--- config.mk ---
export PLATFORM = sky130hd
export DESIGN_NAME = arp_responder_with_cache
export DESIGN_NICKNAME = d
export VERILOG_FILES = /design/src/rtl/core/arpc_pkg.sv /design/src/rtl/core/arpc_cell.sv /design/src/rtl/core/arp_responder_with_cache.sv
export SDC_FILE = /design/constraint.sdc
export NUM_CORES = 1
export LEC_CHECK = 0
export BUFFER_PORTS_ARGS = -buffer_cell sky130_fd_sc_hd__buf_4
export CORE_ASPECT_RATIO = 1.1
export CORE_UTILIZATION = 55
export DETAILED_ROUTE_END_ITERATION = 7
export GPL_TIMING_DRIVEN = 0
export HOLD_SLACK_MARGIN = 0.06
export PLACE_DENSITY = 0.75
export RECOVER_POWER = 100
export SETUP_SLACK_MARGIN = 0.15
export SYNTH_ARGS = -nofsm -noshare
export SYNTH_HDL_FRONTEND = slang
export SYNTH_HIERARCHICAL = 1
export SYNTH_SLANG_ARGS = --single-unit
--- constraint.sdc ---
create_clock -name clk -period 31.2 [get_ports clk]
set_input_delay 6.24 -clock clk [delete_from_list [all_inputs] [get_ports clk]]
set_output_delay 6.24 -clock clk [all_outputs]
set_load 0.02 [all_outputs]
--- src/rtl/core/arpc_pkg.sv ---
// Package for the ARP responder with cache: codes, reset values and shared types.
// Used by arpc_cell, arp_responder_with_cache and arpc_checker.
`default_nettype none
package arpc_pkg;

  localparam int DEF_CACHE_SLOTS = 8;

  localparam logic [15:0] MIN_FRAME_LEN = 16'd42;
  localparam logic [15:0] ARP_OP_REQUEST = 16'd1;

  localparam logic [31:0] OWN_IP_RESET  = 32'hC0A8_010A;
  localparam logic [47:0] OWN_MAC_RESET = 48'h0200_0000_0001;
  localparam logic [47:0] BROADCAST_MAC = 48'hFFFF_FFFF_FFFF;

  typedef enum logic [1:0] {
    ACT_RECEIVE = 2'd0,
    ACT_RESOLVE = 2'd1,
    ACT_REQUEST = 2'd2,
    ACT_UNUSED  = 2'd3
  } action_t;

  typedef enum logic [1:0] {
    RES_DONE    = 2'd0,
    RES_PRODUCED = 2'd1,
    RES_ERROR   = 2'd2
  } result_t;

  typedef enum logic [1:0] {
    FOP_NONE    = 2'd0,
    FOP_REQUEST = 2'd1,
    FOP_REPLY   = 2'd2
  } frame_op_t;

  typedef enum logic [1:0] {
    REG_OWN_IP  = 2'd0,
    REG_OWN_MAC = 2'd1
  } reg_idx_t;

  typedef enum logic [1:0] {
    ST_IDLE = 2'd0,
    ST_CMP  = 2'd1,
    ST_DONE = 2'd2
  } state_t;

  // Control broadcast from the sequencer to every cache cell.
  typedef struct packed {
    logic        clear;
    logic        cmp_en;
    logic        wr_en;
    logic [31:0] key;
    logic [47:0] mac;
  } cell_ctrl_t;

endpackage
`default_nettype wire

--- src/rtl/core/arpc_cell.sv ---
// One cache slot of the ARP cache: holds valid, IP and MAC, compares against the key.
// Depends on arpc_pkg for the control struct; cells are chained by claim and hit.
`default_nettype none
module arpc_cell (
  input  wire                      clk,
  input  wire                      rst_n,
  input  arpc_pkg::cell_ctrl_t     ctrl,
  input  wire                      claim_in,
  output logic                     claim_out,
  input  wire                      hit_in,
  output logic                     hit_out,
  input  wire  [47:0]              hit_mac_in,
  output logic [47:0]              hit_mac_out
);
  import arpc_pkg::*;

  logic        valid_r;
  logic        valid_nxt;
  logic        eq_r;
  logic        eq_nxt;
  logic [31:0] ip_r;
  logic [47:0] mac_r;
  logic        cand;
  logic        take;

  // A slot is a candidate for storing when it is free or already holds the key.
  assign cand        = eq_r | ~valid_r;
  assign take        = ctrl.wr_en & cand & ~claim_in;
  assign claim_out   = claim_in | cand;
  assign hit_out     = hit_in | eq_r;
  assign hit_mac_out = hit_mac_in | (eq_r ? mac_r : '0);

  always_comb begin
    eq_nxt = eq_r;
    if (ctrl.cmp_en) begin
      eq_nxt = valid_r & (ip_r == ctrl.key);
    end
  end

  always_comb begin
    valid_nxt = valid_r;
    if (ctrl.clear) begin
      valid_nxt = 1'b0;
    end else if (take) begin
      valid_nxt = 1'b1;
    end
  end

  always_ff @(posedge clk) begin
    if (!rst_n) begin
      valid_r <= 1'b0;
      eq_r    <= 1'b0;
    end else begin
      valid_r <= valid_nxt;
      eq_r    <= eq_nxt;
    end
  end

  always_ff @(posedge clk) begin
    if (take && !ctrl.clear) begin
      ip_r  <= ctrl.key;
      mac_r <= ctrl.mac;
    end
  end

endmodule
`default_nettype wire

--- src/rtl/core/arp_responder_with_cache.sv ---
// ARP responder with an IP-to-MAC cache built as a chain of slot cells.
// Each input item is captured on acceptance, compared against the key in every cell in ST_CMP,
// and its result is loaded into the output register as it leaves ST_DONE, where it waits while
// the output stalls; the input stalls until then, so a new item is not taken before the last.
// Reset: identity registers return to their defaults and all slot valid bits clear
// at once; no clearing pass is needed.
`default_nettype none
module arp_responder_with_cache #(
  parameter int CACHE_SLOTS = arpc_pkg::DEF_CACHE_SLOTS
) (
  input  wire         clk,
  input  wire         rst_n,
  input  wire         in_valid,
  output logic        in_stall,
  input  wire  [1:0]  in_action,
  input  wire  [15:0] in_received_length,
  input  wire  [15:0] in_arp_operation,
  input  wire  [31:0] in_peer_ip,
  input  wire  [47:0] in_peer_mac,
  input  wire  [31:0] in_asked_ip,
  input  wire  [31:0] in_lookup_ip,
  output logic        out_valid,
  input  wire         out_stall,
  output logic [1:0]  out_result_code,
  output logic [1:0]  out_frame_op_code,
  output logic [47:0] out_frame_dest_mac,
  output logic [47:0] out_frame_target_mac,
  output logic [31:0] out_frame_target_ip,
  output logic [47:0] out_found_mac,
  input  wire         cfg_valid,
  output logic        cfg_ready,
  input  wire  [1:0]  cfg_index,
  input  wire  [47:0] cfg_data
);
  import arpc_pkg::*;

  state_t      state_r;
  state_t      state_nxt;

  logic [31:0] own_ip_r;
  logic [47:0] own_mac_r;
  logic        cfg_clear;

  action_t     act_r;
  logic        short_r;
  logic        for_us_r;
  logic [31:0] key_r;
  logic [31:0] pip_r;
  logic [47:0] pmac_r;
  logic [31:0] lip_r;

  logic        in_take;
  logic        finish;
  logic        store;

  cell_ctrl_t  ctrl;

  logic                    claim [CACHE_SLOTS+1];
  logic                    hit   [CACHE_SLOTS+1];
  logic [47:0]             hmac  [CACHE_SLOTS+1];

  logic        out_valid_r;
  logic        out_valid_nxt;
  logic [1:0]  res_code_nxt;
  logic [1:0]  fop_nxt;
  logic [47:0] dest_nxt;
  logic [47:0] tmac_nxt;
  logic [31:0] tip_nxt;
  logic [47:0] found_nxt;
  logic [1:0]  res_code_r;
  logic [1:0]  fop_r;
  logic [47:0] dest_r;
  logic [47:0] tmac_r;
  logic [31:0] tip_r;
  logic [47:0] found_r;

  // Configuration: always ready, identity writes flush the cache.
  assign cfg_ready = 1'b1;
  assign cfg_clear = cfg_valid &&
                     (cfg_index == REG_OWN_IP || cfg_index == REG_OWN_MAC);

  always_ff @(posedge clk) begin
    if (!rst_n) begin
      own_ip_r  <= OWN_IP_RESET;
      own_mac_r <= OWN_MAC_RESET;
    end else if (cfg_valid) begin
      if (cfg_index == REG_OWN_IP) begin
        own_ip_r <= cfg_data[31:0];
      end else if (cfg_index == REG_OWN_MAC) begin
        own_mac_r <= cfg_data;
      end
    end
  end

  assign in_stall = (state_r != ST_IDLE);
  assign in_take  = in_valid && !in_stall;
  assign finish   = (state_r == ST_DONE) && (!out_valid_r || !out_stall);
  assign store    = (act_r == ACT_RECEIVE) && !short_r;

  // Next-state logic.
  always_comb begin
    state_nxt = state_r;
    case (state_r)
      ST_IDLE: begin
        if (in_take) begin
          state_nxt = ST_CMP;
        end
      end
      ST_CMP:  state_nxt = ST_DONE;
      ST_DONE: begin
        if (finish) begin
          state_nxt = ST_IDLE;
        end
      end
      default: state_nxt = ST_IDLE;
    endcase
  end

  always_ff @(posedge clk) begin
    if (!rst_n) begin
      state_r <= ST_IDLE;
    end else begin
      state_r <= state_nxt;
    end
  end

  // Item capture.
  always_ff @(posedge clk) begin
    if (in_take) begin
      act_r    <= action_t'(in_action);
      short_r  <= (in_received_length < MIN_FRAME_LEN);
      for_us_r <= (in_arp_operation == ARP_OP_REQUEST) && (in_asked_ip == own_ip_r);
      key_r    <= (in_action == ACT_RESOLVE) ? in_lookup_ip : in_peer_ip;
      pip_r    <= in_peer_ip;
      pmac_r   <= in_peer_mac;
      lip_r    <= in_lookup_ip;
    end
  end

  // Control outputs of the sequencer.
  always_comb begin
    ctrl        = '0;
    ctrl.clear  = cfg_clear;
    ctrl.key    = key_r;
    ctrl.mac    = pmac_r;
    case (state_r)
      ST_CMP:  ctrl.cmp_en = 1'b1;
      ST_DONE: ctrl.wr_en  = finish && store;
      default: ctrl.cmp_en = 1'b0;
    endcase
  end

  assign claim[0] = 1'b0;
  assign hit[0]   = 1'b0;
  assign hmac[0]  = '0;

  for (genvar g = 0; g < CACHE_SLOTS; g++) begin : g_cell
    arpc_cell u_cell (
      .clk         (clk),
      .rst_n       (rst_n),
      .ctrl        (ctrl),
      .claim_in    (claim[g]),
      .claim_out   (claim[g+1]),
      .hit_in      (hit[g]),
      .hit_out     (hit[g+1]),
      .hit_mac_in  (hmac[g]),
      .hit_mac_out (hmac[g+1])
    );
  end

  // Result formation.
  always_comb begin
    res_code_nxt = RES_DONE;
    fop_nxt      = FOP_NONE;
    dest_nxt     = '0;
    tmac_nxt     = '0;
    tip_nxt      = '0;
    found_nxt    = '0;
    case (act_r)
      ACT_RECEIVE: begin
        if (short_r) begin
          res_code_nxt = RES_ERROR;
        end else if (for_us_r) begin
          res_code_nxt = RES_PRODUCED;
          fop_nxt      = FOP_REPLY;
          dest_nxt     = pmac_r;
          tmac_nxt     = pmac_r;
          tip_nxt      = pip_r;
        end
      end
      ACT_RESOLVE: begin
        if (hit[CACHE_SLOTS]) begin
          res_code_nxt = RES_PRODUCED;
          found_nxt    = hmac[CACHE_SLOTS];
        end else begin
          res_code_nxt = RES_ERROR;
        end
      end
      ACT_REQUEST: begin
        res_code_nxt = RES_PRODUCED;
        fop_nxt      = FOP_REQUEST;
        dest_nxt     = BROADCAST_MAC;
        tip_nxt      = lip_r;
      end
      default: res_code_nxt = RES_ERROR;
    endcase
  end

  always_comb begin
    out_valid_nxt = out_valid_r;
    if (finish) begin
      out_valid_nxt = 1'b1;
    end else if (out_valid_r && !out_stall) begin
      out_valid_nxt = 1'b0;
    end
  end

  always_ff @(posedge clk) begin
    if (!rst_n) begin
      out_valid_r <= 1'b0;
    end else begin
      out_valid_r <= out_valid_nxt;
    end
  end

  always_ff @(posedge clk) begin
    if (finish) begin
      res_code_r <= res_code_nxt;
      fop_r      <= fop_nxt;
      dest_r     <= dest_nxt;
      tmac_r     <= tmac_nxt;
      tip_r      <= tip_nxt;
      found_r    <= found_nxt;
    end
  end

  assign out_valid            = out_valid_r;
  assign out_result_code      = res_code_r;
  assign out_frame_op_code    = fop_r;
  assign out_frame_dest_mac   = dest_r;
  assign out_frame_target_mac = tmac_r;
  assign out_frame_target_ip  = tip_r;
  assign out_found_mac        = found_r;

endmodule
`default_nettype wire

==> flow_summary.yaml <==
final_layout:
  stdcell_count: 4022
  utilization_pct: 66.0
  syn2layout_area_growth_pct: 18.5
  nets: 3238
  layout-drive-gt1-share_pct: 13.4
  stdcell_area_um2: 46600
run_status:
  violations: "max-capacitance violations, max-slew violations"
  outcome: "complete, but fails checks"
global_routing:
  grt_pass1_wl_um: 132000
  grt_start_max_net_pins: 41
  grtUsageTotal_pct: 24.1
  grt_antenna_before_repair: 1
  grt_overflow: 0
  grt_pass1_vias: 22600
power:
  p_int_uw: 2310
  p_clk_share_pct: 42.2
  ir_drop_v: 0.0000551
  p_leak_uw: 0.0174
  switching_power_uw: 597
  power.share.switching_pct: 20.5
  combPwrFrac_pct: 4.3
  sequentialPowerShare_pct: 53.5
  p_per_area_nw_per_um2: 62.5
placed_design:
  hpwl_um: 61200
  gp_congestion: 0.841
  numPortBuffers: 397
  place_area_um2: 44700
  dp.cells: 3841
route:
  vias: 22300
  vias_per_cell: 5.53
  ant_nets: 0
  wl_um: 87900
  wire_per_inst_um: 21.8
  drtIter0Drc: 1556
  drc_errors: 0
  first_pass_iters: 5
synthesis:
  netlist_area_um2: 39300
  avgSynthCellArea_um2: 16.7
  synthesis.instances: 2355
  yosysWarnings: 6
floorplanning:
  io_pins: 416
  initial_utilization_pct: 55.7
  die_height_um: 282
  die_area_um2: 72600
  rows: 102
  die_w_um: 257
  coreArea_um2: 70600
clock_tree:
  cts_tree: "yes"
  numCtsBuffers: 98
  cts-root-buf: "clkbuf_16"
  cts.htree.levels: 3
  cts.reportedPaths.clkPinSlew_ns: 0.06
  post_cts_resized: 0
  postCtsSetupBuffers: 0
  clock_sinks: 1019
  clock_path_buffers: 3
  cts_hold_buf: 0
  clkLatencyLatePin_ns: 0.65
setup_path:
  r2r-start: "state_r[0]"
  crit_required_ns: 31.47
  setup.worst_path.start: "out_stall"
  crit_arrival_ns: 14.17
  r2r_cells: 11
  path_class: "in -> reg"
  endpoint: "g_cell[7].u_cell/mac_r[26]"
  r2r-end: "g_cell[7].u_cell/mac_r[26]"
  critical_path_peak_fanout: 30
  critPathLaunchType: "input pin"
  endpoint_kind: "flip-flop"
  ff2ff_setup_slack_ns: 22.57
sta:
  drv_slew: 370
  worstMarginPinSlew_ns: 2.27
  finalClockSkew_ns: 0.0298
  fmax_mhz: 72.0
  period_needed_ns: 13.89
  tns_ns: 0
  finalCritPeriodShare_pct: 44.5
  setup-violations-final: 0
  final-hold-violation-count: 0
  slew-limit-headroom_pct: -51.8
  rsz0062_at_grt: "no"
hold_path:
  hp-start: "own_ip_r[16]"
  min_path_type: "reg -> reg"
run:
  cap_violations: 16
## metal layers
metal / global-route usage, % / vias to the layer above / wire length, um
met4: 7.74 / 0 / 2330
met3: 4.33 / 144 / 6030
li1: - / 10200 / -
met1: 30.8 / 11100 / 34800
met5: 0 / - / 0
met2: 42.0 / 832 / 44700
## power by group through the flow
stage | Clock (uW) | Combinational (uW) | Sequential, uW
after global routing | 1300 | 136 | 1560
after CTS | 1250 | 136 | 1560
after detailed placement | 0 | 135 | 1590
final | 1230 | 125 | 1560
after floorplan | 0 | 70.2 | 1590
after global placement | 0 | 127 | 1590
## layout make-up
cell class,instances,area (um2)
flip-flops and latches,1019,30100
clock inverters,70,813
plain buffers,96,422
diodes,1,2.50
repair buffers,500,2610
clock buffers,110,2550
inverters,10,37.5
well taps,936,1170
fillers,5012,24000
multi-input cells,1280,8890
## worst min-delay path by stage
stage / endpoint / slack, ns / cells after the start
floorplan: own_ip_r[11] / 0.45 / 2
global placement: own_ip_r[9] / 0.46 / 2
detailed placement: own_ip_r[16] / 0.46 / 2
CTS: own_ip_r[16] / 0.47 / 2
global route: own_ip_r[11] / 0.50 / 2
finish: own_ip_r[16] / 0.48 / 2
## through the flow
step	worst slack, ns	hold WS, ns	power (uW)
floorplan	6.23	0.447	1660
global placement	-4.07	0.458	1720
detailed placement	20.86	0.459	1720
CTS	21.50	0.468	2940
global route	16.91	0.504	3000
finish	17.31	0.477	2910
## worst max-delay path, stage by stage
cell,delay (ns)
clkbuf_4,0.12
a21oi_1,1.60
clkbuf_1,1.27
and2_0,0.72
nor4b_1,1.32
clkbuf_1,0.47
clkbuf_1,0.45
clkbuf_1,0.46
clkbuf_1,0.47
clkbuf_1,0.53
clkbuf_1,0.50
## flip-flops by register name, indices dropped and copies added, names as in the netlist, 2 cells and up
name	flops
own_ip_r	32
out_frame_target_ip	32
out_frame_dest_mac	48
lip_r	32
act_r	2
state_r	2
out_frame_target_mac	48
pip_r	32
g_cell.u_cell/eq_r	8
g_cell.u_cell/ip_r	256
g_cell.u_cell/valid_r	8
g_cell.u_cell/mac_r	384
out_result_code	2
out_found_mac	48
out_frame_op_code	2
pmac_r	48
key_r	32
## layout by cell type, fill, tap and decap left out, drive strengths merged, types with 32 or more instances in the layout
master,instances
edfxtp,968
clkbuf,578
a21o,384
xnor2,236
buf,128
nor2,101
nand2,80
nand4,67
xor2,52
conb,52
dfxtp,51
and2,51
and3,49
clkinv,43
a22o,32
mux2,32
Power figures use the tool's default switching activity.
